File: config.mk
export PLATFORM = sky130hd
export DESIGN_NAME = npid_ram
export DESIGN_NICKNAME = d
export VERILOG_FILES = /design/src/npid_ram.sv
export SDC_FILE = /design/constraint.sdc
export NUM_CORES = 1
export LEC_CHECK = 0
export ABC_AREA = 1
export BUFFER_PORTS_ARGS = -buffer_cell sky130_fd_sc_hd__buf_4
export CORE_MARGIN = 10
export CORE_UTILIZATION = 50
export DETAILED_ROUTE_END_ITERATION = 16
export PLACE_DENSITY = 0.77
export SLEW_MARGIN = 5
export SYNTH_ARGS = -nofsm -noshare
export SYNTH_HDL_FRONTEND = slang
export SYNTH_SLANG_ARGS = --single-unit
File: constraint.sdc
create_clock -name clk -period 1.27 [get_ports clk]
set_input_delay 0.0635 -clock clk [delete_from_list [all_inputs] [get_ports clk]]
set_output_delay 0.0635 -clock clk [all_outputs]
set_load 0.1 [all_outputs]
File: src/npid_ram.sv
// Generic single-port-write, single-port-read RAM with registered read data.
module npid_ram #(
  parameter  int WIDTH = 8,
  parameter  int DEPTH = 16,
  localparam int AW    = (DEPTH > 1) ? $clog2(DEPTH) : 1
) (
  input  logic             clk,
  input  logic             we,
  input  logic [AW-1:0]    waddr,
  input  logic [WIDTH-1:0] wdata,
  input  logic [AW-1:0]    raddr,
  output logic [WIDTH-1:0] rdata
);

  logic [WIDTH-1:0] mem_r [DEPTH];
  logic [WIDTH-1:0] rdata_r;

  always_ff @(posedge clk) begin
    if (we) begin
      mem_r[waddr] <= wdata;
    end
    rdata_r <= mem_r[raddr];
  end

  assign rdata = rdata_r;

endmodule

==> flow_metrics.py <==
metrics = {
    "status": {
        "outcome": "finished, violations left",
        "failed_checks": "hold timing",
    },
    "placement": {
        "pre_cts_slack_ps": 119,
        "place.gp.congestion": 0.901,
        "place_inst": 721,
        "port_buffers": 25,
        "hpwl_um": 8420,
    },
    "sta": {
        "setup_tns_ps": 0,
        "relSlewSlack_pct": 77.1,
        "setup_slack_ps": 133,
        "max_freq_ghz": 0.880,
        "timing.final.crit_period_ps": 1140,
        "setup_viol": 0,
        "holdWs_ps": -4.88,
        "clock-skew-final_ps": 7.44,
        "finalHoldViolCount": 8,
        "slew_violations": 0,
        "worst_slew_pin_slew_ps": 343,
        "min_period_over_period_pct": 89.5,
        "rsz0062_at_grt": "false",
    },
    "finish": {
        "fin_nets": 618,
        "fillerInstances": 890,
        "mostFrequentLayoutCells": "nand2_1, edfxtp_1, inv_1",
        "area_growth_syn_to_layout_pct": 18.8,
        "stdcell_count": 756,
        "multi_input_area_um2": 1210,
        "mostFrequentLayoutCell": "nand2_1",
        "final_layout_size_suffix_gt1_share_pct": 13.7,
        "seqCellArea_um2": 4000,
        "num_antenna_cells": 0,
    },
    "floorplan": {
        "num_rows": 39,
        "die_area_um2": 16200,
        "ios": 26,
        "die_x_um": 127,
        "fp.dieH_um": 127,
        "initial_core_util_pct": 50.7,
        "coreArea_um2": 11400,
    },
    "drt": {
        "wl_per_cell_um": 17.6,
        "vias": 3986,
        "drt_first_pass_iters": 5,
        "final_antenna_net_count": 0,
        "drt_iter0_markers": 537,
        "vias_per_cell": 5.27,
        "drc": 0,
        "wl_um": 13300,
    },
    "worst_hold_path": {
        "worstHoldPathCells": 1,
        "min_from": "wdata[5]",
        "min_to": "mem_r[5][5]",
        "hold_path_class": "input port to register",
    },
    "yosys": {
        "avgSynthCellArea_um2": 10.5,
        "ys_seq_elements": 136,
        "ys_types": 12,
        "yosys_warnings": 0,
        "synth_area_leaders": "edfxtp_1, nand2_1, nand3_1, inv_1, dfxtp_1",
        "yosysTopAreaCell": "edfxtp_1",
        "synth_top_area_share_pct": 66.7,
        "syn_nets": 569,
        "ys_seq_area_share_pct": 69.4,
        "netlist_area_um2": 5770,
        "syn_inst": 551,
    },
    "setup_path": {
        "r2r_cells": 6,
        "critical_path.endpoint_type": "output port",
        "cp_slowest_cell": "dfxtp_1",
        "r2r-end": "rdata[4]",
        "worstSetupStartpoint": "rdata[1]",
        "required_ps": 1210,
        "r2r_slack_ps": 250,
        "cp.arrival_ps": 1070,
        "worst_r2r_startpoint": "mem_r[5][4]",
        "worst-path-buf-inv": 1,
        "critPathKind": "register to output port",
        "cp-start-kind": "register",
        "crit_fanout": 1,
        "crit_path_max_incr_delay_ps": 350,
        "crit_chain": "buf_4",
        "crit_family": "flip-flops",
    },
    "clock_tree": {
        "cts_max_path_buffers": 2,
        "clk_latency_ps": 420,
        "clk_pin_slew_worst_paths_ps": 60,
        "htreeDepth": 4,
        "cts_tree": "built",
        "clock-sinks": 136,
        "cts_made_buffers": 17,
        "cts_root_buf": "clkbuf_16",
        "cts_resized": 0,
    },
    "grt": {
        "antenna_found_initial": 0,
        "grt_pass1_wl_um": 20800,
        "grt_usage_pct": 16.7,
        "grt_max_degree": 33,
        "grt_pass1_vias": 3987,
        "gr-total-overflow": 0,
    },
    "job": {
        "maxCapViolCount": 0,
    },
    "power": {
        "power.total_mw": 11.0,
        "leakagePower_nw": 3.00,
        "p_sw_mw": 2.47,
        "combPwrFrac_pct": 8.0,
        "ir_worst_vdd_mv": 0.788,
        "seqPwrFrac_pct": 45.7,
        "power_frac_clock_pct": 46.3,
        "p_int_mw": 8.57,
        "pwr_density_cell_nw_per_um2": 1610,
        "swShare_pct": 22.4,
    },
}
## stage by stage
stage / util, % / hold WS (ps) / instance area, um^2
5_1_grt: 60.3 / 5.29 / 6850
3_5_place_dp: 54.5 / 398 / 6200
3_3_place_gp: 54.5 / 387 / 6200
2_1_floorplan: - / 162 / 5770
6_report: 60.3 / -4.88 / 6850
4_1_cts: 60.3 / 0.361 / 6850
## state kept, by name (all words and copies together), names as in the netlist
name	flops
rdata	8
mem_r	128
## area by class of cell
class | count | share of cell area [%]
clock inverter | 13 | 2.59
multi-input combinational | 289 | 17.7
tap | 143 | 2.61
sequential | 136 | 58.4
timing repair buffer | 54 | 6.58
inverter | 102 | 5.59
clock buffer | 19 | 6.47
## metal layers
| layer | vias to the layer above | track usage (%) | share of wire (%) |
|---|---|---|---|
| li1 | 1872 | - | - |
| met5 | - | 0 | 0 |
| met3 | 36 | 4.01 | 6.4 |
| met2 | 158 | 28.0 | 51 |
| met1 | 1920 | 20.0 | 40 |
| met4 | 0 | 7.57 | 2.7 |
## synth_stat cells, drive strengths merged
library cell	number
nand2	173
edfxtp	128
inv	102
nand3	97
buf	24
nor2	17
dfxtp	8
nand3b	2
## logic make-up after synthesis
| group | share of synthesized area (%) |
|---|---|
| AND/OR/NAND/NOR | 21.0 |
| buffers and inverters | 9.52 |
| flip-flops | 69.4 |
## how the worst max path moves through the flow
stage                        end  slack, ps  depth (start not counted)
global placement        rdata[1]        130                          7
floorplan           mem_r[10][0]        260                          2
global route            rdata[1]        120                          1
detailed placement      rdata[1]        120                          7
finish                  rdata[1]        130                          1
CTS                     rdata[1]        120                          1
## power by group through the flow
stage	logic (mW)	registers, mW	clock network, mW
2_1_floorplan	0.354	5.35	0
3_3_place_gp	0.846	5.14	0
3_5_place_dp	0.869	5.14	0
4_1_cts	0.886	5.05	5.13
5_1_grt	0.951	5.06	5.33
6_report	0.882	5.05	5.11
## timing repair
item	4_1_cts	5_1_grt
hold endpoints to repair	32	0
setup buffers	0	0
hold buffers	3	0
(Power assumes the default switching activity.)
